===== src/hdl/htfe_pkg.sv =====
// Shared constants, types and control structs of the header table.
// No dependencies; imported by every module of the block.
package htfe_pkg;

  localparam int CAPACITY        = 256;
  localparam int HANDLE_WIDTH    = 16;
  localparam int ENTRY_OVERHEAD  = 32;
  localparam int LIMIT_MAX       = CAPACITY * ENTRY_OVERHEAD;
  localparam int RESET_LIMIT_RAW = 4096;
  localparam int RESET_LIMIT     = (RESET_LIMIT_RAW < LIMIT_MAX) ? RESET_LIMIT_RAW : LIMIT_MAX;

  // Port field widths.
  localparam int OPCODE_W   = 2;
  localparam int F_HANDLE_W = 16;
  localparam int F_BYTES_W  = 16;
  localparam int INDEX_W    = 8;
  localparam int LIMIT_W    = 16;
  localparam int COUNT_O_W  = 9;
  localparam int TBYTES_O_W = 14;

  // Internal widths.
  localparam int SLOT_W  = $clog2(CAPACITY);
  localparam int CNT_W   = $clog2(CAPACITY + 1);
  localparam int BYTES_W = $clog2(LIMIT_MAX + 1);
  localparam int WRAP_W  = CNT_W + 1;
  localparam int BCMP_W  = (F_BYTES_W > BYTES_W) ? F_BYTES_W : BYTES_W;
  localparam int LCMP_W  = (LIMIT_W > BYTES_W) ? LIMIT_W : BYTES_W;
  localparam int ICMP_W  = (INDEX_W > CNT_W) ? INDEX_W : CNT_W;

  typedef logic [SLOT_W-1:0]       slot_t;
  typedef logic [CNT_W-1:0]        cnt_t;
  typedef logic [BYTES_W-1:0]      bytes_t;
  typedef logic [HANDLE_WIDTH-1:0] handle_t;
  typedef logic [WRAP_W-1:0]       wrap_t;

  typedef enum logic [OPCODE_W-1:0] {
    OP_ADD    = 2'd0,
    OP_GET    = 2'd1,
    OP_RESIZE = 2'd2,
    OP_NONE   = 2'd3
  } op_t;

  // Commands from the controller to the datapath.
  typedef struct packed {
    logic latch;
    logic set_limit;
    logic rd_get;
    logic rd_oldest;
    logic pop;
    logic insert;
    logic load_result;
  } dp_cmd_t;

  // Status from the datapath to the controller.
  typedef struct packed {
    logic is_add;
    logic is_get;
    logic is_resize;
    logic drop;
    logic need_pop;
    logic out_free;
  } dp_status_t;

endpackage


===== src/hdl/htfe_ctrl.sv =====
// Controller of the header table: sequences one request through setup,
// eviction, insertion and result. Depends on htfe_pkg.
module htfe_ctrl
  import htfe_pkg::*;
(
  input  logic       clk,
  input  logic       rst_n,
  input  logic       in_valid,
  output logic       in_ready,
  input  dp_status_t status,
  output dp_cmd_t    cmd
);

  typedef enum logic [2:0] {
    ST_IDLE,
    ST_SETUP,
    ST_CHECK,
    ST_POP,
    ST_INSERT,
    ST_RESULT
  } state_t;

  state_t state_r;
  logic   in_ready_r;

  always_comb begin
    cmd = '0;
    case (state_r)
      ST_IDLE: begin
        cmd.latch = in_valid && in_ready_r;
      end
      ST_SETUP: begin
        cmd.set_limit = status.is_resize;
        cmd.rd_get    = status.is_get;
      end
      ST_CHECK: begin
        cmd.rd_oldest = status.need_pop;
      end
      ST_POP: begin
        cmd.pop = 1'b1;
      end
      ST_INSERT: begin
        cmd.insert = 1'b1;
      end
      ST_RESULT: begin
        cmd.load_result = status.out_free;
      end
      default: begin
        cmd = '0;
      end
    endcase
  end

  always_ff @(posedge clk) begin
    if (!rst_n) begin
      state_r    <= ST_IDLE;
      in_ready_r <= 1'b1;
    end else begin
      case (state_r)
        ST_IDLE: begin
          if (in_valid && in_ready_r) begin
            state_r    <= ST_SETUP;
            in_ready_r <= 1'b0;
          end
        end
        ST_SETUP: begin
          if (status.is_add || status.is_resize) begin
            state_r <= ST_CHECK;
          end else begin
            state_r <= ST_RESULT;
          end
        end
        ST_CHECK: begin
          if (status.need_pop) begin
            state_r <= ST_POP;
          end else if (status.is_add && !status.drop) begin
            state_r <= ST_INSERT;
          end else begin
            state_r <= ST_RESULT;
          end
        end
        ST_POP: begin
          state_r <= ST_CHECK;
        end
        ST_INSERT: begin
          state_r <= ST_RESULT;
        end
        ST_RESULT: begin
          if (status.out_free) begin
            state_r    <= ST_IDLE;
            in_ready_r <= 1'b1;
          end
        end
        default: begin
          state_r    <= ST_IDLE;
          in_ready_r <= 1'b1;
        end
      endcase
    end
  end

  assign in_ready = in_ready_r;

endmodule


===== config.mk =====
export PLATFORM = sky130hd
export DESIGN_NAME = htfe_ctrl
export DESIGN_NICKNAME = d
export VERILOG_FILES = /design/src/hdl/htfe_pkg.sv /design/src/hdl/htfe_ctrl.sv
export SDC_FILE = /design/constraint.sdc
export NUM_CORES = 1
export LEC_CHECK = 0
export ABC_AREA = 1
export BUFFER_PORTS_ARGS = -buffer_cell sky130_fd_sc_hd__clkbuf_2
export CORE_AREA = 2 2 39 41
export DETAILED_ROUTE_END_ITERATION = 6
export DIE_AREA = 0 0 41 43
export PLACE_DENSITY = 0.57
export SLEW_MARGIN = 20
export SYNTH_ARGS = -nofsm -noshare
export SYNTH_HDL_FRONTEND = slang
export SYNTH_SLANG_ARGS = --single-unit

===== constraint.sdc =====
create_clock -name clk -period 1.3 [get_ports clk]
set_clock_uncertainty 0.15 [all_clocks]
set_input_delay 0.26 -clock clk [delete_from_list [all_inputs] [get_ports clk]]
set_output_delay 0.26 -clock clk [all_outputs]
set_load 0.02 [all_outputs]

## Yosys cells after proc, flatten, opt, wreduce, memory -nomap -nowiden

Index checks and enable logic that the tools add are counted.

| cells by class | value |
|---|---|
| eq/ne operators | 7 |
| muxes and demuxes | 15 |
| bitwise logic cells | 1 |
| reductions and logical operators | 8 |

Operators with widths:

| kind | count |
|---|---|
| $pmux W3 S6 | 1 |
| $mux W3 | 4 |
| $mux W1 | 8 |
| $eq A3 B2 Y1 const B | 2 |
| $eq A3 B3 Y1 const B | 2 |
| $ne A2 B2 Y1 const B | 2 |
| $reduce_or A4 Y1 | 1 |
| $eq A3 B1 Y1 const B | 1 |
| $logic_not A3 Y1 | 1 |
| $pmux W1 S3 | 1 |
| $reduce_and A3 Y1 | 1 |
| $logic_and A1 B1 Y1 | 2 |
| $mux W2 | 1 |
| $reduce_and A2 Y1 | 1 |
| $logic_not A1 Y1 | 1 |
| $logic_or A1 B1 Y1 | 1 |
| $not A1 Y1 | 1 |

| storage, ports and cells | value |
|---|---|
| register bits after elaboration | 4 |
| input bits | 9 |
| output and inout port bits | 8 |
| logic and storage cells | 33 |

## Depth between registers and ports, before layout

Gate-level depths: netlist (run 1).

| logic depth | value |
|---|---|
| depth in word-level cells | 5 |
| depth in mapped cells | 7 |
| depth with buffers taken out | 7 |

## Worst setup path after synthesis (run 1)

No wires, ideal clock.

| timing path | value |
|---|---|
| kind | reg2out |
| start | reg state_r[1] |
| end | out cmd[2] (netlist name) |
| arrival time | 0.944 ns |
| required time | 0.890 ns |
| slack | -0.054 ns |
| stages on the path, launching flop included | 3 |
| buffers on the path | 0 |
| cells stage by stage | dfxtp_1 inv_1 nor3_1 |

RTL lines:

| item | line | source |
|---|---|---|
| from (decl) | htfe_ctrl.sv:23 | `state_t state_r;` |
| from (signal assigned) | htfe_ctrl.sv:56 | `state_r <= ST_IDLE;` |
| from (signal assigned) | htfe_ctrl.sv:62 | `state_r <= ST_SETUP;` |
| from (signal assigned) | htfe_ctrl.sv:68 | `state_r <= ST_CHECK;` |
| to (decl) | htfe_ctrl.sv:11 | `output dp_cmd_t cmd` |

==> results.cfg, run 1 <==
[outcome]
status = finished with violations
violations = negative setup slack

[power]
combPwrFrac = 0.557
p_sw_frac = 0.3771
pwr-share-seq = 0.243
leakage_nw = 0.3316
pwr_density_cell_mw_per_mm2 = 1345
pwr-share-clk = 0.201
netSwitchingPower_uw = 292.0
vdd.ir_drop.worst_mv = 0.6671
internal_power_uw = 482.3

[critical_path]
critPathMaxFanout = 3
critical_path_required_ns = 0.89
critical_path_class = register to primary output
worstPathArrival_ns = 1.07
endpoint_kind = primary output
cp-start-kind = register

[sta]
rsz0062_at_grt = true
maxSlewViolCount = 0
timing.final.crit_share = 1.139
setup_viol_count_final = 8
hold_violations = 0
slew_headroom = 0.8850
fin_crit_ns = 1.481
clock.fmax_ghz = 0.6753
fin_ws_ns = -0.1809
tightest_slew_ns = 0.1712

[detailed_routing]
viasPerCell = 4.178
num_vias = 422
routed_wl_microns = 815
dr.pass1.iters = 3
route.detailed.drc = 0
ant_nets = 0
drtIter0Drc = 4
wire_per_inst_microns = 8.069

[floorplan]
coreArea_sq_mm = 0.001384
start_util = 0.2188
placementRows = 14
die_x_microns = 41
ios = 17
die_area_sq_mm = 0.001763
die_h_microns = 43

[grt]
grt_antenna_before_repair = 0
grt_max_degree = 7
grt-ovfl-total = 0
first_global_vias = 368
grt_usage = 0.1104
grt_pass1_wl_microns = 1317

[yosys]
yosys.area.top_type_share = 0.2645
synth_ff_type = dfxtp_1
ys_warn_count = 0
syn-cell-area_sq_um = 302.8
synth_edf_count = 0
synth.most_common_cell = nand2_1
synth-seq-cells = 4
async_reset_ff_frac = 0
synth.distinct_cells = 12
synth-seq-area-share = 0.2645
synth_cells = 56
synthTopCellsByArea = dfxtp_1, nand2_1, inv_1
avgSynthCellArea_sq_um = 5.407
yosys.area.top_type = dfxtp_1
syn-num-nets = 65
yosys-top-cells-count = nand2_1, inv_1, nor2_1

[place]
gp_congestion = 0.7296
port_buffers = 16
place_area_sq_um = 445.4
hpwl_microns = 623
pre_cts_ws_ns = -0.006155

[clocking]
clk_latency_ns = 0.23
cts_buffer_depth = 2
cts_htree_levels = 1
cts-buffers-inserted = 3
cts_root_buf = clkbuf_4
cts_tree = yes
cts.sinks = 4
path_clk_slew_ns = 0.04

[finish]
area_growth_syn_to_layout_pct = 90.08
fin_area_sq_um = 575.6
n_antenna_cell = 0
post-route-util = 0.4159
fin_nets = 96
drive_above_1_share = 0.4941
fillCellCount = 158

[worst_hold_path]
hold_path_class = input port to register

[job]
drv_cap = 0
==> power groups by stage <==
stage               clock, mW  sequential, mW  combinational [mW]
floorplan                   0           0.184               0.183
global placement            0           0.177               0.310
detailed placement          0           0.178               0.311
CTS                     0.166           0.189               0.413
global route            0.175           0.193               0.476
finish                  0.155           0.188               0.431
==> critical path, cell delays in order, from the launching register on <==
cell      delay, ns
dfxtp_2        0.33
inv_2          0.07
nand2_1        0.05
nor2_1         0.11
nand2_1        0.08
inv_1          0.06
clkbuf_8       0.13
==> registers in the layout, summed over array words and instances (netlist names) <==
register and count:
in_ready 1, state_r 3
==> cell families (layout without fill, tap and decap cells) <==
group / Yosys count / after routing / share of synthesized area
compound gates: 3 / 3 / 0.04957
buf+inv: 12 / 41 / 0.1487
simple gates: 37 / 37 / 0.5372
flops: 4 / 4 / 0.2645
==> area by class of cell <==
type | instances | area [sq um] | area share
multi-input cells | 40 | 202.7 | 0.3522
repair buffers | 26 | 196.4 | 0.3413
flip-flops and latches | 4 | 88.84 | 0.1543
inverters | 12 | 45.04 | 0.07826
clock buffers | 3 | 22.52 | 0.03913
well taps | 16 | 20.02 | 0.03478
==> metrics by stage <==
stage / setup TNS [ns] / hold slack [ns] / total power, mW / std cells
6_report: -1.152 / 0.1376 / 0.7744 / 101
3_5_place_dp: -0.009093 / 0.3455 / 0.4888 / 93
5_1_grt: -1.769 / 0.1455 / 0.8436 / 101
2_1_floorplan: -0.09272 / 0.2416 / 0.3675 / 56
4_1_cts: -1.253 / 0.1223 / 0.7685 / 100
3_3_place_gp: 0 / 0.3383 / 0.4869 / 93
==> metal layers <==
metal,track usage,part of all wire,up-vias
li1,-,-,229
met1,0.1222,0.43,176
met2,0.1688,0.47,17
met3,0.06283,0.10,0
met4,0.04000,0,0
met5,0,0,-
==> repair_timing <==
item | 4_1_cts | 5_1_grt
setup buffers | 4 | 1
pin swaps | 3 | 2
endpoints found under the setup margin | 7 | 8
gates resized for setup | 21 | 4
hold buffers | 0 | 0
==> final timing paths <==
check / start / endpoint / slack [ns] / depth (start not counted)
max: state_r[0] / cmd[3] / -0.18 / 6
min: rst_n / state_r[1] / 0.14 / 3
max reg2reg: state_r[0] / in_ready / -0.12 / 8
min reg2reg: in_ready / in_ready / 0.34 / 2
==> layout by cell type, fill, tap and decap left out, drive strengths merged <==
cell type	n
inv	12
nand3	6
clkbuf	16
nand4	1
nand3b	1
buf	13
dfxtp	4
nor2	9
nor3	2
o21ai	1
a21oi	2
nand2	18
Note: power is estimated with default switching activity, not from simulation.
==> inputs of run 2 (changes only) <==
--- a/config.mk
+++ b/config.mk
@@ -9,2 +9,4 @@
 export BUFFER_PORTS_ARGS = -buffer_cell sky130_fd_sc_hd__clkbuf_2
+export CELL_PAD_IN_SITES_DETAIL_PLACEMENT = 0
+export CELL_PAD_IN_SITES_GLOBAL_PLACEMENT = 1
 export CORE_AREA = 2 2 39 41
@@ -12,3 +14,3 @@
 export DIE_AREA = 0 0 41 43
-export PLACE_DENSITY = 0.57
+export PLACE_DENSITY = 0.78
 export SLEW_MARGIN = 20
==> constraint.sdc (replaced) <==
create_clock -name clk -period 1.3 [get_ports clk]
set_clock_uncertainty 0.15 [all_clocks]
set_input_delay 0.065 -clock clk [delete_from_list [all_inputs] [get_ports clk]]
set_output_delay 0.065 -clock clk [all_outputs]
set_load 0.02 [all_outputs]
==> run 2 against run 1 <==
  * The run now ends clean
  * Worst setup slack gained 0.19 ns
  * Sequential share of layout area grew 1.7 points
  * Critical path depth shrank 2
  * Clock power shrank 3%
  * Die area is the same
==> results.cfg, run 2 (same netlist as run 1, synthesis figures left out) <==
[outcome]
status = finished clean

[finish]
fin_nets = 91
regMostFlops = state_r
final_cell_mix = nand2_1, inv_1, clkbuf_2
area_growth_syn_to_layout_pct = 76.45
final_common_cell = nand2_1
largest_reg_flops = 3
n_antenna_cell = 0
drive_above_1_share = 0.4500

[sta]
fin_ws_ns = 0.01258
tns_ns = 0
setup_viol_count_final = 0
timing.final.crit_share = 0.9903
fin_crit_ns = 1.287
slew_headroom = 0.9012
maxSlewViolCount = 0
tightest_slew_ns = 0.1477
clock.fmax_ghz = 0.7768
rsz0062_at_grt = true
hold_violations = 0

[critical_path]
crit_path_max_incr_delay_ns = 0.36
cp-start-kind = register
cp_cell_sequence = nor2_4 > nand4_1 > inv_1 > buf_6
critical_path_required_ns = 1.09
critical_path_class = register to primary output
reg2reg_to = in_ready
endpoint_kind = primary output
critPathMaxFanout = 5
rr_worst_depth = 5
reg2reg_setup_slack_ns = 0.13
cp_slowest_cell = dfxtp_4
r2r_start = state_r[1]
worstPathArrival_ns = 1.07
path_buf_inv = 2
cpLargestDelayFamily = flip-flops

[clocking]
clk_latency_ns = 0.23
cts_root_buf = clkbuf_4
cts-buffers-inserted = 3
cts_buffer_depth = 2
path_clk_slew_ns = 0.04
cts_tree = yes
cts_htree_levels = 1
cts.sinks = 4

[detailed_routing]
wl_met1_microns = 331
drtIter0Drc = 5
num_vias = 395
routed-wl-met2_microns = 370
dr.pass1.iters = 4
dr.max_layer_used = met3
wl_met3_microns = 64
ant_nets = 0
viasPerCell = 4.115
routed_wl_microns = 766
route.detailed.drc = 0
wire_per_inst_microns = 7.979

[grt]
grt_usage = 0.09920
first_global_vias = 351
grt_pass1_wl_microns = 1200
grt_max_degree = 7
grt-ovfl-total = 0
grt_antenna_before_repair = 0

[power]
vdd.ir_drop.worst_mv = 0.6514
pwr_density_cell_mw_per_mm2 = 1342
leakage_nw = 0.2968
finalPower_uw = 717.2

[place]
port_buffers = 16
gp_congestion = 0.6846
hpwl_microns = 609.9
pre_cts_ws_ns = 0.1043

[floorplan]
die_area_sq_mm = 0.001763
coreArea_sq_mm = 0.001384
die_x_microns = 41
ios = 17
start_util = 0.2188
die_h_microns = 43
placementRows = 14

[worst_hold_path]
hold_path_class = input port to register
min_to = state_r[2]
hold_start = status[0]
hold_depth = 4

[job]
drv_cap = 0
==> run 2: changes by cell type in the layout (fill, tap and decap cells not counted), sizes merged <==
cell | before | now
clkbuf | 16 | 13
buf | 13 | 9
dlygate4sd3 | 0 | 2
==> run 2: metrics by stage <==
step           instance area, sq um  utilization  instances  hold WS (ns)
3_5_place_dp                  402.9       0.2911         88        0.1800
2_1_floorplan                 302.8            -         56       0.04661
4_1_cts                       471.7       0.3409         93      0.005344
5_1_grt                       534.3       0.3861         96       0.01938
3_3_place_gp                  402.9       0.2911         88        0.1974
6_report                      534.3       0.3861         96      0.005222
==> run 2: final cells by class <==
type                       instances  area [sq um]
tap                               16         20.02
fill                             162         849.6
sequential                         4         91.34
timing repair buffer              21         142.6
multi-input combinational         40         210.2
clock buffer                       3         22.52
inverter                          12         47.55
==> run 2: worst min-delay path, delay by kind of cell <==
kind	cells	cell delay (ns)
buffers and inverters	2	0.13
and+or+nand+nor	2	0.15
==> run 2: how the worst max path moves through the flow <==
stage / from / end / slack [ns] / cells after the start
6_report: state_r[1] / cmd[6] / 0.01 / 4
5_1_grt: state_r[1] / cmd[6] / -0.06 / 4
4_1_cts: state_r[0] / cmd[3] / -0.04 / 6
3_5_place_dp: state_r[2] / state_r[0] / 0.10 / 7
3_3_place_gp: state_r[1] / cmd[3] / 0.1 / 5
2_1_floorplan: state_r[1] / cmd[2] / 0.14 / 2
==> run 2: power by group <==
group          internal [mW]  leakage [nW]  total [mW]  switching (mW)
registers              0.158        0.0350       0.201          0.0436
logic                  0.172         0.248       0.366           0.193
clock network          0.103        0.0138       0.150          0.0472
total                  0.433         0.297       0.717           0.284
==> run 2: timing repair <==
action | 4_1_cts | 5_1_grt
buffers inserted | 0 | 3
hold buffers | 2 | 0
pin swaps | 0 | 6
resized for setup | 12 | 19
endpoints found under the setup margin | 7 | 7
endpoints found under the hold margin | 4 | 0
==> run 2: metal layers <==
layer | global-route usage | up-vias
li1 | - | 219
met1 | 0.1022 | 162
met2 | 0.1625 | 14
met3 | 0.06283 | 0
met4 | 0.02000 | 0
met5 | 0 | -
==> inputs of run 3 (changes only) <==
Settings changed: MAX_ROUTING_LAYER set to met4.
==> run 3 against run 2 <==
  * Fmax barely moved
  * Sequential power barely moved
  * Clock power barely moved
  * Flip-flop and latch count did not move
  * Via count rose by 0.25%
  * Total power barely moved
  * Largest cell class unchanged
==> results.cfg, run 3 (same netlist as run 1, synthesis figures left out) <==
[grt]
grt_max_degree = 7
grt_usage = 0.1016
grt_antenna_before_repair = 0
first_global_vias = 352
grt-ovfl-total = 0
grt_pass1_wl_microns = 1200

[place]
port_buffers = 16
hpwl_microns = 609.9
place_area_sq_um = 402.9
dp_cells = 88
gp_congestion = 0.6917

[critical_path]
endpoint_kind = primary output
r2r_start = state_r[1]
cp-start-kind = register
critPathMaxFanout = 5
worstPathArrival_ns = 1.07
reg2reg_setup_slack_ns = 0.13
critical_path_required_ns = 1.09
crit_start = state_r[1]
crit_end = cmd[6]
rr_worst_depth = 5
reg2reg_to = in_ready
critical_path_class = register to primary output

[finish]
final_cell_mix = nand2_1, inv_1, clkbuf_2
final_common_cell = nand2_1
area_growth_syn_to_layout_pct = 76.45
n_antenna_cell = 0
largest_reg_flops = 3
fin_area_sq_um = 534.3
fin_cells = 96
drive_above_1_share = 0.4500
regMostFlops = state_r
fin_nets = 91

[detailed_routing]
num_vias = 396
viasPerCell = 4.125
ant_nets = 0
drtIter0Drc = 4
dr.pass1.iters = 4
routed_wl_microns = 766
route.detailed.drc = 0
wire_per_inst_microns = 7.979

[sta]
clock.fmax_ghz = 0.7770
hold_violations = 0
setup_viol_count_final = 0
fin_crit_ns = 1.287
slew_headroom = 0.9012
maxSlewViolCount = 0
tightest_slew_ns = 0.1477
rsz0062_at_grt = true
timing.final.crit_share = 0.9900

[clocking]
cts_root_buf = clkbuf_4
cts.sinks = 4
cts_buffer_depth = 2
path_clk_slew_ns = 0.04
cts_tree = yes
cts-buffers-inserted = 3
clk_latency_ns = 0.23
cts_htree_levels = 1

[worst_hold_path]
hold_depth = 4
hold_path_class = input port to register

[power]
leakage_nw = 0.2968
pwr_density_cell_mw_per_mm2 = 1342
vdd.ir_drop.worst_mv = 0.6505

[floorplan]
start_util = 0.2188
placementRows = 14
die_area_sq_mm = 0.001763
die_x_microns = 41
coreArea_sq_mm = 0.001384
die_h_microns = 43
ios = 17

[outcome]
status = finished clean

[job]
drv_cap = 0
## run 3: area by class of cell
class / instances / area, sq um
timing repair buffer: 21 / 142.6
inverter: 12 / 47.55
fill: 162 / 849.6
multi-input combinational: 40 / 210.2
clock buffer: 3 / 22.52
tap: 16 / 20.02
sequential: 4 / 91.34
## run 3: how the worst min path moves through the flow
stage | end | startpoint
6_report | state_r[2] | status[0]
5_1_grt | state_r[2] | status[0]
4_1_cts | state_r[0] | status[0]
3_5_place_dp | state_r[1] | rst_n
3_3_place_gp | state_r[1] | rst_n
2_1_floorplan | state_r[1] | rst_n
## run 3: repair_timing
item,4_1_cts,5_1_grt
buffers inserted,0,3
resized for setup,12,19
hold buffers,2,0
pin swaps,0,6
hold endpoints to repair,4,0
setup endpoints to repair,7,7
## run 3: layer usage
| metal | wire [microns] | up-vias | part of all wire | GRT usage |
|---|---|---|---|---|
| met5 | 0 | - | 0 | - |
| met4 | 0 | 0 | 0 | 0.02000 |
| met3 | 61 | 0 | 0.080 | 0.06283 |
| met2 | 372 | 14 | 0.49 | 0.1625 |
| met1 | 331 | 162 | 0.43 | 0.1022 |
| li1 | - | 220 | - | - |
## run 3: power by group
group          internal, mW  switching, mW  total [mW]
combinational         0.172          0.193       0.366
clock                 0.103         0.0470       0.150
sequential            0.158         0.0436       0.201
total                 0.433          0.284       0.717
## run 3: metrics by stage
stage               worst slack [ns]  hold slack (ns)  setup TNS (ns)  power [mW]  utilization
CTS                         -0.04267         0.005344        -0.07085      0.6332       0.3409
floorplan                     0.1414          0.04661               0      0.3621            -
global placement             0.09942           0.1974               0      0.4347       0.2911
detailed placement            0.1043           0.1800               0      0.4371       0.2911
finish                       0.01296         0.005589               0      0.7169       0.3861
global route                -0.06119          0.01938         -0.1860      0.7832       0.3861
## run 3: worst max-delay path, cell delays in order, from the launching register on
cell	delay, ns
dfxtp_4	0.36
nor2_4	0.15
nand4_1	0.13
inv_1	0.09
buf_6	0.11
